### config.mk
export PLATFORM = sky130hd
export DESIGN_NAME = paired_deck_shuffle_core
export DESIGN_NICKNAME = d
export VERILOG_FILES = /design/src/rtl/pds_pkg.sv /design/src/rtl/pds_draw.sv /design/src/rtl/paired_deck_shuffle_core.sv
export SDC_FILE = /design/constraint.sdc
export NUM_CORES = 2
export LEC_CHECK = 0
export ABC_AREA = 0
export CORE_MARGIN = 1.5
export CORE_UTILIZATION = 45
export CTS_BUF_LIST = sky130_fd_sc_hd__clkbuf_16
export CTS_CLUSTER_SIZE = 25
export DETAILED_ROUTE_END_ITERATION = 8
export DONT_BUFFER_PORTS = 1
export PLACE_DENSITY_LB_ADDON = 0.3
export SLEW_MARGIN = 25
export SYNTH_ARGS = -nofsm -noshare
export SYNTH_HDL_FRONTEND = slang
export SYNTH_SLANG_ARGS = --single-unit
### constraint.sdc
create_clock -name clk -period 10.5 [get_ports clk]
set_clock_uncertainty 0.1 [all_clocks]
set_input_delay 1.05 -clock clk [delete_from_list [all_inputs] [get_ports clk]]
set_output_delay 1.05 -clock clk [all_outputs]
set_load 0.005 [all_outputs]
### src/rtl/pds_pkg.sv
// Shared types and constants for the paired deck shuffle block.
`default_nettype none
package pds_pkg;

	// Field widths
	localparam int FACE_W = 5;
	localparam int POS_W  = 6;
	localparam int PAIR_W = 6;
	localparam int SEED_W = 64;
	// Modulus of one draw: up to 64, so one bit over a position
	localparam int MOD_W  = 7;

	// xorshift64* constants
	localparam logic [SEED_W-1:0] XS_MULT = 64'h2545_F491_4F6C_DD1D;
	localparam int XS_SH_A = 12;
	localparam int XS_SH_B = 25;
	localparam int XS_SH_C = 27;

	// Request from the sequencer to the draw unit
	typedef struct packed {
		logic              load;     // reload generator from seed
		logic [SEED_W-1:0] seed;
		logic              start;    // run one draw and reduce it
		logic [MOD_W-1:0]  modulus;  // draw is taken modulo this
	} draw_req_t;

	// Answer from the draw unit
	typedef struct packed {
		logic             done;      // one-cycle pulse, pick is valid
		logic [POS_W-1:0] pick;      // swap partner position
	} draw_rsp_t;

endpackage
`default_nettype wire

### src/rtl/pds_draw.sv
// Generator step, 64-bit scramble multiply and serial remainder for one shuffle draw.
`default_nettype none
module pds_draw (
	input  wire logic            clk,
	input  wire logic            arst_n,
	input  wire pds_pkg::draw_req_t req,
	output pds_pkg::draw_rsp_t   rsp
);
	import pds_pkg::*;

	localparam int HALF_W  = SEED_W / 2;
	localparam int MOD_STEPS = SEED_W / 2;          // two bits per cycle
	localparam int CNT_W   = $clog2(MOD_STEPS);

	typedef enum logic [6:0] {
		D_IDLE = 7'b000_0001,
		D_XS   = 7'b000_0010,
		D_M0   = 7'b000_0100,
		D_M1   = 7'b000_1000,
		D_M2   = 7'b001_0000,
		D_M3   = 7'b010_0000,
		D_MOD  = 7'b100_0000
	} dstate_t;

	dstate_t              state_q;
	logic [SEED_W-1:0]    rng_q;
	logic [SEED_W-1:0]    acc_q;
	logic [SEED_W-1:0]    prod_q;
	logic [MOD_W-1:0]     mod_q;
	logic [MOD_W-1:0]     rem_q;
	logic [CNT_W-1:0]     cnt_q;
	logic                 done_q;

	logic [SEED_W-1:0]    xs_a, xs_b, xs_c;
	logic [HALF_W-1:0]    mul_a, mul_b;
	logic [MOD_W-1:0]     rem_1, rem_2;

	// One restoring remainder step: shift a bit in, subtract if it fits
	function automatic logic [MOD_W-1:0] mod_step(input logic [MOD_W-1:0] r,
			input logic b, input logic [MOD_W-1:0] m);
		logic [MOD_W:0] t;
		t = {r, b};
		if (t >= {1'b0, m})
			t = t - {1'b0, m};
		return t[MOD_W-1:0];
	endfunction

	// xorshift64 step
	always_comb begin
		xs_a = rng_q ^ (rng_q >> XS_SH_A);
		xs_b = xs_a ^ (xs_a << XS_SH_B);
		xs_c = xs_b ^ (xs_b >> XS_SH_C);
	end

	// Shared 32x32 multiplier: low*low, high*low, low*high partial products
	always_comb begin
		unique case (state_q)
			D_M1: begin
				mul_a = rng_q[SEED_W-1:HALF_W];
				mul_b = XS_MULT[HALF_W-1:0];
			end
			D_M2: begin
				mul_a = rng_q[HALF_W-1:0];
				mul_b = XS_MULT[SEED_W-1:HALF_W];
			end
			default: begin
				mul_a = rng_q[HALF_W-1:0];
				mul_b = XS_MULT[HALF_W-1:0];
			end
		endcase
	end

	// Two remainder bits per cycle, MSB first
	always_comb begin
		rem_1 = mod_step(rem_q, acc_q[SEED_W-1], mod_q);
		rem_2 = mod_step(rem_1, acc_q[SEED_W-2], mod_q);
	end

	// Control
	always_ff @(posedge clk or negedge arst_n) begin
		if (!arst_n) begin
			state_q <= D_IDLE;
			rng_q   <= SEED_W'(1);
			cnt_q   <= '0;
			done_q  <= 1'b0;
		end else begin
			done_q <= 1'b0;
			unique case (state_q)
				D_IDLE: begin
					if (req.load)
						rng_q <= (req.seed == '0) ? SEED_W'(1) : req.seed;
					if (req.start)
						state_q <= D_XS;
				end
				D_XS: begin
					rng_q   <= xs_c;
					state_q <= D_M0;
				end
				D_M0: state_q <= D_M1;
				D_M1: state_q <= D_M2;
				D_M2: state_q <= D_M3;
				D_M3: begin
					cnt_q   <= '0;
					state_q <= D_MOD;
				end
				D_MOD: begin
					cnt_q <= cnt_q + CNT_W'(1);
					if (cnt_q == CNT_W'(MOD_STEPS - 1)) begin
						done_q  <= 1'b1;
						state_q <= D_IDLE;
					end
				end
				default: state_q <= D_IDLE;
			endcase
		end
	end

	// Datapath: products, low 64 bits of the scramble, remainder
	always_ff @(posedge clk) begin
		prod_q <= SEED_W'(mul_a) * SEED_W'(mul_b);
		if (state_q == D_IDLE && req.start)
			mod_q <= req.modulus;
		unique case (state_q)
			D_M1: acc_q <= prod_q;
			D_M2: acc_q[SEED_W-1:HALF_W] <= acc_q[SEED_W-1:HALF_W] + prod_q[HALF_W-1:0];
			D_M3: begin
				acc_q[SEED_W-1:HALF_W] <= acc_q[SEED_W-1:HALF_W] + prod_q[HALF_W-1:0];
				rem_q <= '0;
			end
			D_MOD: begin
				rem_q <= rem_2;
				acc_q <= acc_q << 2;
			end
			default: ;
		endcase
	end

	assign rsp.done = done_q;
	assign rsp.pick = rem_q[POS_W-1:0];

endmodule
`default_nettype wire

### src/rtl/paired_deck_shuffle_core.sv
// Paired deck shuffle: top level with card store, shuffle sequencer and output register.
// Each accepted word is a deal request: the pair count is saturated to 1..MAX_PAIR_COUNT,
// the store is filled with two cards per face, shuffled Fisher-Yates from the top position
// down using xorshift64* draws, and then one word per card goes out in position order with
// last_card set on the final one. One deal is handled at a time; in_ready is high only
// between deals, and a new deal may be taken while the final card still waits at the output.
// For P pairs a deal runs a fill of 2P cards, then 2P-1 shuffle steps, then one output word
// per card. Each step waits on the draw unit: a 3-pass 32x32 multiply and a 2-bit-per-cycle
// remainder over the 64-bit draw, followed by two reads and two writes on the card store.
`default_nettype none
module paired_deck_shuffle_core #(
	parameter int MAX_PAIR_COUNT = 32
) (
	input  wire logic                      clk,
	input  wire logic                      arst_n,
	input  wire logic                      in_valid,
	output logic                           in_ready,
	input  wire logic [pds_pkg::PAIR_W-1:0] pair_request,
	input  wire logic [pds_pkg::SEED_W-1:0] seed_value,
	output logic                           out_valid,
	input  wire logic                      out_ready,
	output logic [pds_pkg::POS_W-1:0]      position,
	output logic [pds_pkg::FACE_W-1:0]     face_id,
	output logic                           last_card
);
	import pds_pkg::*;

	localparam int DEPTH = 2 * MAX_PAIR_COUNT;
	localparam int AW    = (DEPTH > 1) ? $clog2(DEPTH) : 1;
	localparam int CW    = $clog2(DEPTH + 1);

	typedef enum logic [7:0] {
		S_IDLE    = 8'b0000_0001,
		S_FILL    = 8'b0000_0010,
		S_DRAW    = 8'b0000_0100,
		S_RD_I    = 8'b0000_1000,
		S_RD_J    = 8'b0001_0000,
		S_WR_I    = 8'b0010_0000,
		S_WR_J    = 8'b0100_0000,
		S_EMIT_RD = 8'b1000_0000
	} state_t;

	state_t              state_q;
	logic                emit_ld_q;
	logic [CW-1:0]       count_q;
	logic [AW-1:0]       k_q;
	logic [AW-1:0]       i_q;
	logic [AW-1:0]       j_q;
	logic [FACE_W-1:0]   t_q;

	// Card store
	logic [FACE_W-1:0]   card_mem [DEPTH];
	logic [FACE_W-1:0]   rdata_q;
	logic                we;
	logic [AW-1:0]       waddr;
	logic [FACE_W-1:0]   wdata;
	logic [AW-1:0]       raddr;

	// Output register
	logic                out_valid_q;
	logic [POS_W-1:0]    position_q;
	logic [FACE_W-1:0]   face_q;
	logic                last_q;

	draw_req_t           dreq;
	draw_rsp_t           drsp;

	logic                in_acc;
	logic [PAIR_W-1:0]   pairs_sat;
	logic                fill_last;
	logic                emit_go;
	logic                emit_last;

	pds_draw u_draw (
		.clk    (clk),
		.arst_n (arst_n),
		.req    (dreq),
		.rsp    (drsp)
	);

	assign in_ready = (state_q == S_IDLE) && !emit_ld_q;
	assign in_acc   = in_valid && in_ready;

	// Pair count saturation
	always_comb begin
		priority if (pair_request == '0)
			pairs_sat = PAIR_W'(1);
		else if ({1'b0, pair_request} > (PAIR_W + 1)'(MAX_PAIR_COUNT))
			pairs_sat = PAIR_W'(MAX_PAIR_COUNT);
		else
			pairs_sat = pair_request;
	end

	assign fill_last = ({1'b0, k_q} == (AW + 1)'(count_q - CW'(1)));
	assign emit_go   = !out_valid_q || out_ready;
	assign emit_last = fill_last;

	// Draw requests: first step at the end of fill, next one after each swap but the last
	always_comb begin
		dreq.load    = in_acc;
		dreq.seed    = seed_value;
		dreq.start   = (state_q == S_FILL && fill_last) ||
		               (state_q == S_WR_J && i_q != AW'(1));
		dreq.modulus = (state_q == S_FILL) ? MOD_W'(count_q) : MOD_W'(i_q);
	end

	// Store access per state
	always_comb begin
		we    = 1'b0;
		waddr = k_q;
		wdata = FACE_W'(k_q >> 1);
		raddr = k_q;
		unique case (state_q)
			S_FILL: we = 1'b1;
			S_RD_I: raddr = i_q;
			S_RD_J: raddr = j_q;
			S_WR_I: begin
				we    = 1'b1;
				waddr = i_q;
				wdata = rdata_q;
			end
			S_WR_J: begin
				we    = 1'b1;
				waddr = j_q;
				wdata = t_q;
			end
			default: ;
		endcase
	end

	always_ff @(posedge clk) begin
		if (we)
			card_mem[waddr] <= wdata;
		rdata_q <= card_mem[raddr];
	end

	// Sequencer
	always_ff @(posedge clk or negedge arst_n) begin
		if (!arst_n) begin
			state_q   <= S_IDLE;
			emit_ld_q <= 1'b0;
			count_q   <= '0;
			k_q       <= '0;
			i_q       <= '0;
			j_q       <= '0;
		end else begin
			emit_ld_q <= 1'b0;
			unique case (state_q)
				S_IDLE: begin
					if (in_acc) begin
						count_q <= CW'({pairs_sat, 1'b0});
						k_q     <= '0;
						state_q <= S_FILL;
					end
				end
				S_FILL: begin
					if (fill_last) begin
						i_q     <= AW'(count_q - CW'(1));
						state_q <= S_DRAW;
					end else begin
						k_q <= k_q + AW'(1);
					end
				end
				S_DRAW: begin
					if (drsp.done) begin
						j_q     <= AW'(drsp.pick);
						state_q <= S_RD_I;
					end
				end
				S_RD_I: state_q <= S_RD_J;
				S_RD_J: state_q <= S_WR_I;
				S_WR_I: state_q <= S_WR_J;
				S_WR_J: begin
					if (i_q == AW'(1)) begin
						k_q     <= '0;
						state_q <= S_EMIT_RD;
					end else begin
						i_q     <= i_q - AW'(1);
						state_q <= S_DRAW;
					end
				end
				S_EMIT_RD: begin
					// read card k into rdata_q; emit_ld_q then loads it into the output register
					if (emit_go && !emit_ld_q) begin
						emit_ld_q <= 1'b1;
						state_q   <= emit_last ? S_IDLE : S_EMIT_RD;
					end
				end
				default: state_q <= S_IDLE;
			endcase
			if (emit_ld_q && state_q == S_EMIT_RD)
				k_q <= k_q + AW'(1);
		end
	end

	// Swap temp holds the card read from position i
	always_ff @(posedge clk) begin
		if (state_q == S_RD_J)
			t_q <= rdata_q;
	end

	// Output register
	always_ff @(posedge clk or negedge arst_n) begin
		if (!arst_n) begin
			out_valid_q <= 1'b0;
		end else begin
			if (emit_ld_q)
				out_valid_q <= 1'b1;
			else if (out_ready)
				out_valid_q <= 1'b0;
		end
	end

	always_ff @(posedge clk) begin
		if (emit_ld_q) begin
			position_q <= POS_W'(k_q);
			face_q     <= rdata_q;
			last_q     <= emit_last;
		end
	end

	assign out_valid = out_valid_q;
	assign position  = position_q;
	assign face_id   = face_q;
	assign last_card = last_q;

endmodule
`default_nettype wire
==> out/summary.md <==
The number of antenna violations at the first check in global routing is 3, and the number of diodes added for antenna fixing is 0. The tools report the minimum hold slack as 0.0484 ns. The top fanout value on the critical path was 17; the required time reported for the critical path endpoint was 10.90 ns. Once detail routing completed, the nets flagged for antenna violations numbered 0.

For the sequential cell area, the log shows 16600 µm². For the finished layout, the period the worst path requires is 10.04 ns. The synthesized area divided by synthesized cell count was 10.2 µm².

The commonest register cell after synthesis was edfxtp_1. For this block, the routed nets add up to 147 mm of wire. TritonCTS built the clock tree. Yosys mapped a number of flops with a built-in enable equal to 415. The category of the worst setup path capture point was a flip-flop. After the flow finishes, the layout carries non-filler instances totaling 6580. Max-cap violations in this run came to 0. The total global-route track usage is 25.3%. The root buffer cell chosen for the clock tree is clkbuf_16. At the worst endpoint, the arrival time is 10.44 ns. The multi-input logic area came out at 30800 µm². From synthesis to final layout, the design area changed by 7.84%. The ratio of routed vias to standard cells was 5.60; the count of routing violations after the opening detailed-route iteration was 3142.

The element type at the critical path start is a flip-flop. At the pin with the least slew margin, the transition time is 1.14 ns. The final critical path takes up 95.7% of the cycle. The first global-routing pass estimated 223 mm of wire. The congestion estimate from routability-driven global placement came to 0.969.

For the count of final hold-check violations, the log shows 0. The logs give 115 mm for the post-DP HPWL and 69 for the clock buffer count from CTS. For the number of remaining DRC errors, the log shows 0.

The count of buffering cells on the critical path with inverters included is 5, and the wire length per cell after detailed routing is 22.4 µm. The tools report the area of the mapped netlist as 51400 µm². The class of the most critical hold timing path was primary input to async pin. Port buffering added 0 buffers.

The library cell used most frequently in the layout, excluding fill and tap cells, is inv_1. The tools report the proportion of synthesized chip area in sequential cells as 32.3%. The share of flip-flops with an asynchronous set or reset is 18.7%. The cell with the most instances on the worst path is fa_1. Measured against its own limit, the worst slew margin works out to 23.3%. The clock insertion delay at the later pin of the skew report is 0.65 ns, and the number of distinct library cells after synthesis is 89. The filler cells instantiated in the layout total 10400. The number of global-route vias before repair was 37100; the maximum single-stage delay on the critical path was 0.55 ns. The count of TritonRoute iterations in the first routing pass came out at 6.

The placed instance count is 6453. Derived from the worst setup path, the maximum achievable clock frequency is 0.0996 GHz. After routing, the total negative slack on setup checks comes to 0 ns. Synthesis handed over a netlist of 5061 instances.

The startpoint-to-endpoint class of the critical path is flip-flop to flip-flop. Once the floorplan was initialized, standard cells occupied 45.5% of the core. The run gives 0 as the number of max-slew violations in the final report. Number of vias after detailed routing: 36900. After clock tree synthesis, the clock-pin slew on the worst setup and hold paths is 0.06 ns. The run gives 0 as the buffers inserted during post-CTS setup optimization. The largest individual stage delay along the critical path comes from the cell fa_1. The cell family contributing the most delay on the critical path is adder cells.

The remaining global-route overflow was 0; the row count was 123. Counting along the longest clock path gives a buffer depth of 3. Setup repair after global routing left no endpoint under its margin.

The floorplan step set the die width to 341 µm. After the last flow step, the layout net total stands at 6109. From bottom edge to top edge, the die measures 341 µm. The total area inside the core boundary comes to 113000 µm². Entering global routing, the biggest net connects 85 pins. The post-synthesis register bit count was 594; the number of clock sinks was 594. Leaving out fill and tap cells, the most frequent cells in the layout are inv_1 (875), fa_1 (557), nand2_1 (552). The flow ran to the end, and the final reports show no timing, DRC or antenna violations. The area enclosed by the die boundary is 116000 µm², and the number of placed I/O pins is 88. For this run, the number of Yosys warnings is 0. Setup violations remaining at the end of the flow were counted as 0.

CTS built an H-tree with a depth of 3. Fraction of final layout cells with drive strength greater than 1: 4.80%.
layer usage:
layer | up-vias | track usage (%) | share of wire, %
met5 | - | 0 | 0.020
li1 | 16800 | - | -
met2 | 1352 | 40.8 | 47
met4 | 4 | 11.1 | 4.6
met3 | 312 | 4.04 | 7.1
met1 | 18400 | 33.7 | 42
sequential cells by signal, indices dropped and copies added (netlist names), 7 cells and up:
register,flops
u_draw.acc_q,64
u_draw.state_q,7
card_mem,320
u_draw.mod_q,7
u_draw.prod_q,63
state_q,8
u_draw.rem_q,7
u_draw.rng_q,64
timing repair:
item | CTS | global route
hold buffers | 1 | 0
endpoints found under the setup margin | 0 | 3
gates resized for setup | 0 | 5
endpoints found under the hold margin | 34 | 0
Yosys cell counts, types with 22 or more instances:
cell | instances | area (µm²)
o221ai_1 | 22 | 193
nand3_1 | 43 | 215
o21ai_0 | 163 | 816
a31oi_1 | 55 | 344
nor4_1 | 28 | 175
xnor2_1 | 163 | 1430
a21o_1 | 58 | 435
nor2b_1 | 27 | 169
nor3_1 | 69 | 345
nand2b_1 | 22 | 138
a21oi_1 | 189 | 946
xor2_1 | 76 | 666
buf_2 | 23 | 115
mux2i_1 | 55 | 551
nor2_1 | 331 | 1240
edfxtp_1 | 415 | 12500
a311oi_1 | 30 | 263
fa_1 | 557 | 11200
nand2_1 | 554 | 2080
dfrtp_1 | 108 | 2700
ha_1 | 453 | 5670
dfxtp_1 | 68 | 1360
and3_1 | 73 | 457
a211oi_1 | 95 | 713
inv_1 | 862 | 3240
clkbuf_1 | 160 | 601
a22oi_1 | 39 | 293
cells by family (layout without fill, tap and decap cells):
logic type / Yosys count / in the layout / synth area share [%]
XOR/XNOR: 242 / 242 / 4.20
other: 2 / 32 / 0.0146
flip-flops: 594 / 594 / 32.3
AO/OA/AOI/OAI: 806 / 806 / 10.4
multiplexers: 61 / 61 / 1.21
buffers and inverters: 1085 / 1074 / 8.21
adder cells (fa/ha/maj): 1010 / 1010 / 32.7
AND/OR/NAND/NOR: 1261 / 1261 / 11.0
final timing paths:
path	start	end	slack [ns]	depth (start not counted)
max	u_draw.state_q[5]$_DFFE_PN0P_	u_draw.prod_q[60]$_DFF_P_	0.46	28
min	arst_n	u_draw.cnt_q[0]$_DFFE_PN0P_	0.05	0
max reg2reg	u_draw.state_q[5]$_DFFE_PN0P_	u_draw.prod_q[60]$_DFF_P_	0.46	28
min reg2reg	rdata_q[4]$_DFF_P_	t_q[4]$_DFFE_PN_	0.39	0
max in group asynchronous	arst_n	j_q[1]$_DFFE_PN0P_	9.94	1
min in group clk	rdata_q[4]$_DFF_P_	t_q[4]$_DFFE_PN_	0.39	0
through the flow:
step	setup WS (ns)	instance area (µm²)	utilization, %
finish	0.456	55500	49.1
global placement	0.444	53100	47.0
detailed placement	0.314	53100	47.0
floorplan	1.16	51500	-
global route	0.0139	55500	49.1
CTS	0.272	55400	49.1
layout make-up:
cell class / count / share of cell area (%)
clock inverter: 56 / 0.993
tap: 1500 / 3.38
inverter: 869 / 5.89
timing repair buffer: 79 / 1.09
multi-input combinational: 3412 / 55.5
sequential: 594 / 29.9
clock buffer: 70 / 3.16
Power is left out: the tool's default activity adds up to more than one toggle a clock period on the data nets, which glitch-free logic cannot reach.
